<file path="src/design/vhbc_pkg.sv">
package vhbc_pkg;

	// Chunk geometry. Cell address is {x, y, z}, so every dimension is a
	// power of two that fills its field.
	localparam int CHUNK_X = 16;
	localparam int CHUNK_Y = 64;
	localparam int CHUNK_Z = 16;
	localparam int VERTS_PER_BLOCK = 36;

	localparam int CX_W = 4;
	localparam int CY_W = 6;
	localparam int CZ_W = 4;
	localparam int VX_W = CX_W + 1;
	localparam int VY_W = CY_W + 1;
	localparam int VZ_W = CZ_W + 1;
	localparam int VIDX_W = 6;

	// Occupancy map is stored as rows of 64 cells: row = {x, y[5:2]},
	// bit = {y[1:0], z}.
	localparam int ROW_CELLS = 64;
	localparam int BIT_W = 6;
	localparam int MAP_ROWS = (CHUNK_X * CHUNK_Y * CHUNK_Z) / ROW_CELLS;
	localparam int ROW_W = 8;

	localparam int UPC_W = 4;

	typedef logic [UPC_W-1:0] upc_t;
	typedef logic [ROW_W-1:0] row_addr_t;
	typedef logic [ROW_CELLS-1:0] row_data_t;

	typedef enum logic [2:0] {
		SEL_SELF,
		SEL_XP,
		SEL_XM,
		SEL_YP,
		SEL_YM,
		SEL_ZP,
		SEL_ZM
	} sel_t;

	typedef enum logic [1:0] {
		JMP_NEXT,
		JMP_END,
		JMP_END_IF_HIDDEN,
		JMP_LOOP_EMIT
	} jump_t;

	typedef struct packed {
		logic rd;
		sel_t sel;
		logic chk;
		logic wr;
		logic emit;
		jump_t jmp;
	} uword_t;

	typedef struct packed {
		logic hidden;
		logic last_vtx;
	} seq_stat_t;

	localparam uword_t UWORD_NOP = '{rd: 1'b0, sel: SEL_SELF, chk: 1'b0, wr: 1'b0,
		emit: 1'b0, jmp: JMP_END};

	// Program entry points.
	localparam upc_t UPC_INS_RD = 4'd0;
	localparam upc_t UPC_INS_WR = 4'd1;
	localparam upc_t UPC_T_XP = 4'd2;
	localparam upc_t UPC_T_XM = 4'd3;
	localparam upc_t UPC_T_YP = 4'd4;
	localparam upc_t UPC_T_YM = 4'd5;
	localparam upc_t UPC_T_ZP = 4'd6;
	localparam upc_t UPC_T_ZM = 4'd7;
	localparam upc_t UPC_T_DEC = 4'd8;
	localparam upc_t UPC_T_EMIT = 4'd9;

	function automatic uword_t ucode(input upc_t upc);
		uword_t w;
		w = UWORD_NOP;
		unique case (upc)
			UPC_INS_RD: w = '{rd: 1'b1, sel: SEL_SELF, chk: 1'b0, wr: 1'b0,
				emit: 1'b0, jmp: JMP_NEXT};
			UPC_INS_WR: w = '{rd: 1'b0, sel: SEL_SELF, chk: 1'b0, wr: 1'b1,
				emit: 1'b0, jmp: JMP_END};
			UPC_T_XP: w = '{rd: 1'b1, sel: SEL_XP, chk: 1'b0, wr: 1'b0,
				emit: 1'b0, jmp: JMP_NEXT};
			UPC_T_XM: w = '{rd: 1'b1, sel: SEL_XM, chk: 1'b1, wr: 1'b0,
				emit: 1'b0, jmp: JMP_NEXT};
			UPC_T_YP: w = '{rd: 1'b1, sel: SEL_YP, chk: 1'b1, wr: 1'b0,
				emit: 1'b0, jmp: JMP_NEXT};
			UPC_T_YM: w = '{rd: 1'b1, sel: SEL_YM, chk: 1'b1, wr: 1'b0,
				emit: 1'b0, jmp: JMP_NEXT};
			UPC_T_ZP: w = '{rd: 1'b1, sel: SEL_ZP, chk: 1'b1, wr: 1'b0,
				emit: 1'b0, jmp: JMP_NEXT};
			UPC_T_ZM: w = '{rd: 1'b1, sel: SEL_ZM, chk: 1'b1, wr: 1'b0,
				emit: 1'b0, jmp: JMP_NEXT};
			UPC_T_DEC: w = '{rd: 1'b0, sel: SEL_SELF, chk: 1'b1, wr: 1'b0,
				emit: 1'b0, jmp: JMP_END_IF_HIDDEN};
			UPC_T_EMIT: w = '{rd: 1'b0, sel: SEL_SELF, chk: 1'b0, wr: 1'b0,
				emit: 1'b1, jmp: JMP_LOOP_EMIT};
			default: w = UWORD_NOP;
		endcase
		return w;
	endfunction

	// Corner offsets {x, y, z} of the cube's twelve triangles:
	// top, bottom, front, back, left, right.
	function automatic logic [2:0] corner(input logic [VIDX_W-1:0] idx);
		logic [2:0] c;
		c = 3'b000;
		unique case (idx)
			6'd0: c = 3'b010;
			6'd1: c = 3'b110;
			6'd2: c = 3'b111;
			6'd3: c = 3'b010;
			6'd4: c = 3'b111;
			6'd5: c = 3'b011;
			6'd6: c = 3'b001;
			6'd7: c = 3'b101;
			6'd8: c = 3'b100;
			6'd9: c = 3'b001;
			6'd10: c = 3'b100;
			6'd11: c = 3'b000;
			6'd12: c = 3'b001;
			6'd13: c = 3'b011;
			6'd14: c = 3'b111;
			6'd15: c = 3'b001;
			6'd16: c = 3'b111;
			6'd17: c = 3'b101;
			6'd18: c = 3'b100;
			6'd19: c = 3'b110;
			6'd20: c = 3'b010;
			6'd21: c = 3'b100;
			6'd22: c = 3'b010;
			6'd23: c = 3'b000;
			6'd24: c = 3'b000;
			6'd25: c = 3'b010;
			6'd26: c = 3'b011;
			6'd27: c = 3'b000;
			6'd28: c = 3'b011;
			6'd29: c = 3'b001;
			6'd30: c = 3'b101;
			6'd31: c = 3'b111;
			6'd32: c = 3'b110;
			6'd33: c = 3'b101;
			6'd34: c = 3'b110;
			6'd35: c = 3'b100;
			default: c = 3'b000;
		endcase
		return c;
	endfunction

endpackage

</file>
<file path="src/design/vhbc_seq.sv">
module vhbc_seq (
	input logic clk,
	input logic arst_n,
	input logic accept,
	input logic opcode,
	input vhbc_pkg::seq_stat_t stat,
	output logic busy,
	output vhbc_pkg::uword_t ctl
);

	logic busy_q;
	vhbc_pkg::upc_t upc_q;
	vhbc_pkg::uword_t word;

	assign word = vhbc_pkg::ucode(upc_q);
	assign busy = busy_q;
	assign ctl = busy_q ? word : vhbc_pkg::UWORD_NOP;

	always_ff @(posedge clk or negedge arst_n) begin
		if (!arst_n) begin
			busy_q <= 1'b0;
			upc_q <= vhbc_pkg::UPC_INS_RD;
		end else if (!busy_q) begin
			if (accept) begin
				busy_q <= 1'b1;
				upc_q <= opcode ? vhbc_pkg::UPC_T_XP : vhbc_pkg::UPC_INS_RD;
			end
		end else begin
			unique case (word.jmp)
				vhbc_pkg::JMP_NEXT: upc_q <= upc_q + 1'b1;
				vhbc_pkg::JMP_END: busy_q <= 1'b0;
				vhbc_pkg::JMP_END_IF_HIDDEN: begin
					if (stat.hidden) begin
						busy_q <= 1'b0;
					end else begin
						upc_q <= upc_q + 1'b1;
					end
				end
				vhbc_pkg::JMP_LOOP_EMIT: begin
					if (stat.last_vtx) begin
						busy_q <= 1'b0;
					end
				end
				default: busy_q <= 1'b0;
			endcase
		end
	end

endmodule

</file>
<file path="config.mk">
export PLATFORM = sky130hd
export DESIGN_NAME = vhbc_seq
export DESIGN_NICKNAME = d
export VERILOG_FILES = /design/src/design/vhbc_pkg.sv /design/src/design/vhbc_seq.sv
export SDC_FILE = /design/constraint.sdc
export NUM_CORES = 1
export LEC_CHECK = 0
export BUFFER_PORTS_ARGS = -buffer_cell sky130_fd_sc_hd__buf_2
export CELL_PAD_IN_SITES_DETAIL_PLACEMENT = 1
export CELL_PAD_IN_SITES_GLOBAL_PLACEMENT = 1
export CORE_AREA = 2 2 39 41
export DETAILED_ROUTE_END_ITERATION = 8
export DIE_AREA = 0 0 41 43
export PLACE_DENSITY = 0.73
export REMOVE_ABC_BUFFERS = 1
export SYNTH_ARGS = -nofsm -noshare
export SYNTH_HDL_FRONTEND = slang
export SYNTH_SLANG_ARGS = --single-unit
</file>
<file path="constraint.sdc">
create_clock -name clk -period 3.2 [get_ports clk]
set_input_delay 0.8 -clock clk [delete_from_list [all_inputs] [get_ports clk]]
set_output_delay 0.8 -clock clk [all_outputs]
set_load 0.02 [all_outputs]
</file>
==> metrics.txt, run 1 <==
Synth cell types=28; total CTS buffers=3; Crit path largest cell delay=450 ps; # diodes=0; die area=0.00176 sq mm; Least-Margin Pin Slew=just under 300 ps; WP data required=about 2400 ps; total wire length=1050 um; XOR/XNOR share of the synthesized area=0; Top FF cell, synth=dfrtp_1; gr usage total=0.150; worst-path cell chain=inv_1 > ha_1 > nor2b_1 > and3_1 > buf_2; Setup Viol. Count Final=0; R2R depth=6; EDFF count, synth=0; post-DP HPWL=roughly 880 um; status=finished clean; post-route ant nets=0; initial detailed-routing violation count=4; clock share of power=0.108; number of post-CTS setup repair buffers=0; worst skew pair latency=240 ps; clock sinks=5; ys async rst share=1.00; fin crit share=0.752; Nets=82; total vias in the final route=approximately 430; global route total overflow=0; DIE HEIGHT=43 um; largest family of logic cells by synthesized area=simple AND/OR/NAND/NOR gates; sequential area share after synthesis=0.277; cell area after synthesis=452 sq um; Area growth syn-to-layout=24.7%; Int Power=0.339 mW; Yosys reg bits=5; drt pass-1 iters=3; CP startpoint kind=register; WL/cell=~12 um; CP Launch Point=upc_q[1]; worst setup path end=ctl[2]; Comb power frac=0.661; endpoints failing hold=0; detailed-route DRC error count=0; Starting Density=0.326; leading cell types in the layout, fill and taps excluded=buf_2, nor2_1, inv_1; Compound-Gate Fraction of Synth Area=0.188; Sw Pwr=0.347 mW; clk_skew=1.08 ps; GP Congestion=0.724; commonest non-fill, non-tap cell in the layout=buf_2; H-Tree Depth=1; first-pass GRT wire length=1710 um; reg-to-reg endpoint=upc_q[1]; sequential power share=0.232; DP Cell Count=82; Period minus WS final=2410 ps; Max VDD drop=0.430 mV; vias in the first global route=395; post-synthesis cell count=53; worst hold path type=in2async; largest net degree at the start of global routing=12; CORE AREA=0.00138 sq mm; DR vias/cell=5.01; warnings from Yosys=0; kind of critical path=reg2out; P per Cell Area=1220 mW/mm^2; CTS tree=done; Fin Setup TNS=0 ps; CP max FO=7; switching share of power=0.506; f_max=415 MHz; critical path endpoint category=output port; Reg-to-Reg Start=upc_q[1]; post-synthesis mux area share=0.0443; unrepaired setup endpoints after global routing=false; layout cells sized above 1=0.300; crit path DAT=1610 ps; CTS root buffer=clkbuf_4; Clock Path Buffers=2; Final Non-Filler Cells=between 80 and 90; LEAKAGE=0.293 nW; post-cts resize count=0; Hold Buf Count CTS=0; # IOs=16; # rows=14; Synth Area in Adders=0.139; clock-pin slew on the worst setup and hold paths=40 ps; PortBufs=15; Slowest cell on crit path=dfrtp_1; # Max-Cap Violations=0; internal reg-to-reg setup slack=1420 ps; Slew headroom=0.804; initial antenna violation count=0; fin. max-slew vios=0; die width=41 um; simple-gate share of the synthesized area=0.280; Avg Cell Area, Syn=8.52 sq um
-- layer usage --
layer	vias to the layer above	wire length [um]	part of all wire	global-route usage
li1	219	-	-	-
met1	203	479	0.46	0.189
met2	9	525	0.50	0.219
met3	0	42	0.040	0.0785
met4	0	0	0	0.0400
met5	-	0	0	0
-- cells in the mapped netlist, types with 2 or more instances --
cell	count	area share
ha_1	5	0.14
nand3_1	2	0.022
mux2i_1	2	0.044
nor2_1	7	0.058
inv_1	6	0.050
dfrtp_1	5	0.28
o21ai_0	2	0.022
buf_2	2	0.022
o21ai_1	3	0.033
-- cell type report --
| cell class | count | area (sq um) |
|---|---|---|
| Clock buffer | 4 | 26.3 |
| Fill cell | 187 | 821 |
| Inverter | 6 | 22.5 |
| Multi-Input combinational cell | 40 | 294 |
| Sequential cell | 5 | 125 |
| Tap cell | 16 | 20.0 |
| Timing Repair Buffer | 15 | 75.1 |
-- power by group through the flow --
stage | clock network (mW) | logic, mW | registers [mW]
floorplan | 0 | 0.334 | 0.153
global placement | 0 | 0.454 | 0.161
detailed placement | 0 | 0.461 | 0.161
CTS | 0.0769 | 0.462 | 0.160
global route | 0.0849 | 0.512 | 0.168
finish | 0.0738 | 0.454 | 0.159
-- critical path, delay by kind of cell, from the launching register on --
kind                       cells  cell delay (ps)
and+or+nand+nor                2              420
buffers and inverters          2              310
adders and majority gates      1              180
DFF                            1              450
-- how the worst min path moves through the flow --
| stage | start | to | slack [ps] | cells past startpoint |
|---|---|---|---|---|
| detailed placement | upc_q[0] | upc_q[0] | 570 | 1 |
| global route | arst_n | busy | 350 | 1 |
| CTS | arst_n | upc_q[3] | 360 | 1 |
| global placement | upc_q[0] | upc_q[0] | 570 | 1 |
| floorplan | arst_n | busy | 500 | 0 |
| finish | arst_n | upc_q[3] | 360 | 1 |
-- flip-flops by register name, summed over array words and instances, names as in the netlist --
name and count:
busy 1, upc_q 4
-- cell families (layout without fill, tap and decap cells) --
kind of cell    after synthesis  in the layout
compound gates               12             12
fa+ha+maj                     5              5
buf+inv                       8             25
flops                         5              5
mux                           2              2
simple gates                 21             21
-- per-stage QoR --
step	hold WS, ps	instance area [sq um]	power (mW)	setup WS [ps]	util
3_5_place_dp	566	537	0.622	1030	0.388
6_report	363	563	0.686	793	0.407
4_1_cts	361	563	0.699	765	0.407
5_1_grt	351	563	0.765	654	0.407
3_3_place_gp	569	537	0.615	1070	0.388
2_1_floorplan	504	442	0.487	1040	-
No activity file was read; power rests on OpenSTA's default activity.
==> run 2, diff against run 1 <==
Settings changed: ABC_AREA set to 1, CORE_AREA 2 2 39 41 to unset, CORE_MARGIN set to 2, CORE_UTILIZATION set to 32, DIE_AREA 0 0 41 43 to unset, PLACE_DENSITY 0.73 to 0.72.
Clock period 3.2 ns to 2.3 ns, I/O delays scaled along.
==> metrics.txt, run 2 <==
# diodes=0 (unchanged); final hold slack=135 ps (-228 ps); worst hold path type=in2async; crit-path leading delay family=flip-flops; endpoints failing hold=0 (unchanged); Max VDD drop=0.644 mV (+50%); Avg Cell Area, Syn=6.86 sq um (-19%); Layout Utilization=0.433 (+0.0265); global route total overflow=0 (unchanged); clock-pin slew on the worst setup and hold paths=50 ps (about the same); Commonest cells post-synth=nand2_1, inv_1, nor2_1; vias in the first global route=499 (+26%); Int Power=0.416 mW (+23%); GP Congestion=0.862 (+19%); area share of the leading cell type in the synthesized netlist=0.268 (-0.00891); # IOs=16 (unchanged); sequential power share=0.230 (-0.002); f_max=464 MHz; die area=0.00178 sq mm (+0.96%); post-route cell area=578 sq um (+2.7%); initial detailed-routing violation count=3 (-1); Biggest register=upc_q; Yosys reg bits=5 (unchanged); CTS tree=done; unrepaired setup endpoints after global routing=false; DIE HEIGHT=42.2 um (-1.9%); EDFF count, synth=0 (unchanged); Nets=98 (+20%); Fin Setup TNS=0 ps (unchanged); Area after DPL=549 sq um (+2.3%); worst-path cell chain=inv_1 > ha_1 > nand2_1 > nand2_1 > nand2_2 > nor2_2 > inv_1 > buf_2; largest net degree at the start of global routing=12 (unchanged); LEAKAGE=0.339 nW (+15%); worst skew pair latency=250 ps (about the same); WL/cell=13.4 um (+9.9%); Slew headroom=0.753 (-0.0518); post-synth top area cell=dfrtp_1; number of post-CTS setup repair buffers=0 (unchanged); total wire length=1350 um (+29%); layout cells sized above 1=0.337 (+0.0372); Crit path largest cell delay=470 ps (+20 ps); post-synthesis cell count=68 (+28%); fin. max-slew vios=0 (unchanged); worst setup path end=ctl[0]; first-pass GRT wire length=2280 um (+33%); # Max-Cap Violations=0 (unchanged); kind of critical path=reg2out; Starting Density=0.350 (+0.0235); Comb power frac=0.660 (about the same); # rows=13 (-1); crit path DAT=1580 ps (-30 ps); R2R depth=9 (+3); total vias in the final route=500 (+16%); leading cell types in the layout, fill and taps excluded=nand2_1, buf_2, inv_1, nor2_1; warnings from Yosys=0 (unchanged); clock sinks=5 (unchanged); total CTS buffers=3 (unchanged); cell area after synthesis=467 sq um (+3.3%); status=finished clean; gr usage total=0.170 (+0.0200); synth top area cells=dfrtp_1, nand2_1, ha_1; most numerous cell in the Yosys netlist=nand2_1; clk_skew=4.06 ps (+2.98 ps); Synth cell types=19 (-32%); reg-to-reg endpoint=upc_q[2]; WP data required=1730 ps (-670 ps); Area growth syn-to-layout=23.9%; Top FF cell, synth=dfrtp_1; initial antenna violation count=0 (unchanged); commonest non-fill, non-tap cell in the layout=nand2_1; internal reg-to-reg setup slack=830 ps (-590 ps); switching share of power=0.567 (+0.0609); critical path endpoint category=output port; clock share of power=0.109 (about the same); Sw Pwr=0.545 mW (+57%); CORE AREA=0.00133 sq mm (-3.6%); CP max FO=9 (+2); ys async rst share=1.00 (unchanged); Clock Path Buffers=2 (unchanged); Bufs and invs on worst path=3 (+1); CTS root buffer=clkbuf_4; detailed-route DRC error count=0 (unchanged); Reg-to-Reg Start=upc_q[1]; Hold Buf Count CTS=0 (unchanged); PortBufs=15 (unchanged); DR vias/cell=4.95 (-1.2%); P per Cell Area=1660 mW/mm^2 (+36%); sequential area share after synthesis=0.268 (-0.00891); CP Launch Point=upc_q[1]; Slowest cell on crit path=dfrtp_2; CP Depth=8 (+3); fin crit share=0.937; Setup Viol. Count Final=0 (unchanged); Period minus WS final=2160 ps; Least-Margin Pin Slew=371 ps (+77.7 ps); Largest register FFs=4 (unchanged); CP startpoint kind=register; H-Tree Depth=1 (unchanged); die width=42.2 um (+2.9%); post-DP HPWL=1080 um (+22%); drt pass-1 iters=2 (-1); post-route ant nets=0 (unchanged)
[run 2: power by group through the flow]
| stage | registers [mW] | logic, mW | clock network [mW] |
|---|---|---|---|
| finish | 0.221 | 0.635 | 0.105 |
| global route | 0.232 | 0.723 | 0.115 |
| CTS | 0.218 | 0.645 | 0.111 |
| detailed placement | 0.218 | 0.641 | 0 |
| global placement | 0.216 | 0.634 | 0 |
| floorplan | 0.199 | 0.457 | 0 |
[run 2: worst min-delay path by stage]
stage          startpoint  depth (start not counted)  slack, ps       end
2_1_floorplan      arst_n                          0        280      busy
3_3_place_gp       arst_n                          1        400  upc_q[2]
3_5_place_dp       arst_n                          1        400  upc_q[3]
4_1_cts            arst_n                          1        130  upc_q[3]
5_1_grt            arst_n                          1        130  upc_q[3]
6_report           arst_n                          1        140  upc_q[3]
[run 2: timing repair]
action	CTS	global route
hold endpoints to repair	0	0
resized for setup	0	2
setup endpoints to repair	0	2
[run 2: layer usage]
metal  up-vias  part of all wire  GRT usage
li1        256                 -          -
met2        13              0.48      0.271
met1       229              0.48      0.226
met3         2             0.035     0.0388
met5         -                 0          0
met4         0            0.0059     0.0563
[run 2: cell type report]
| cell class | count | area [sq um] |
|---|---|---|
| fillers | 183 | 756 |
| multi-input cells | 53 | 297 |
| flip-flops and latches | 5 | 128 |
| repair buffers | 15 | 75.1 |
| inverters | 9 | 33.8 |
| clock buffers | 4 | 26.3 |
| well taps | 15 | 18.8 |
[run 2: worst reg2reg max path, stage by stage (launching register included)]
cell,delay [ps]
dfrtp_2,470
inv_1,120
ha_1,180
nand2_1,70
nand2_1,90
nand2_2,80
nand2_2,100
nand3_2,120
nand2_1,90
nand2_1,50
[run 2: through the flow]
| step | power, mW | std cells | worst slack (ps) |
|---|---|---|---|
| floorplan | 0.656 | 67 | 335 |
| global placement | 0.850 | 97 | 377 |
| global route | 1.07 | 101 | 38.3 |
| detailed placement | 0.860 | 97 | 345 |
| CTS | 0.974 | 101 | 65.7 |
| finish | 0.961 | 101 | 145 |
[run 2: cell families after synthesis]
kind of cell	Yosys count	share of synthesized area
simple gates	44	0.448
flops	5	0.268
compound gates	4	0.0536
buf+inv	10	0.0965
fa+ha+maj	5	0.134
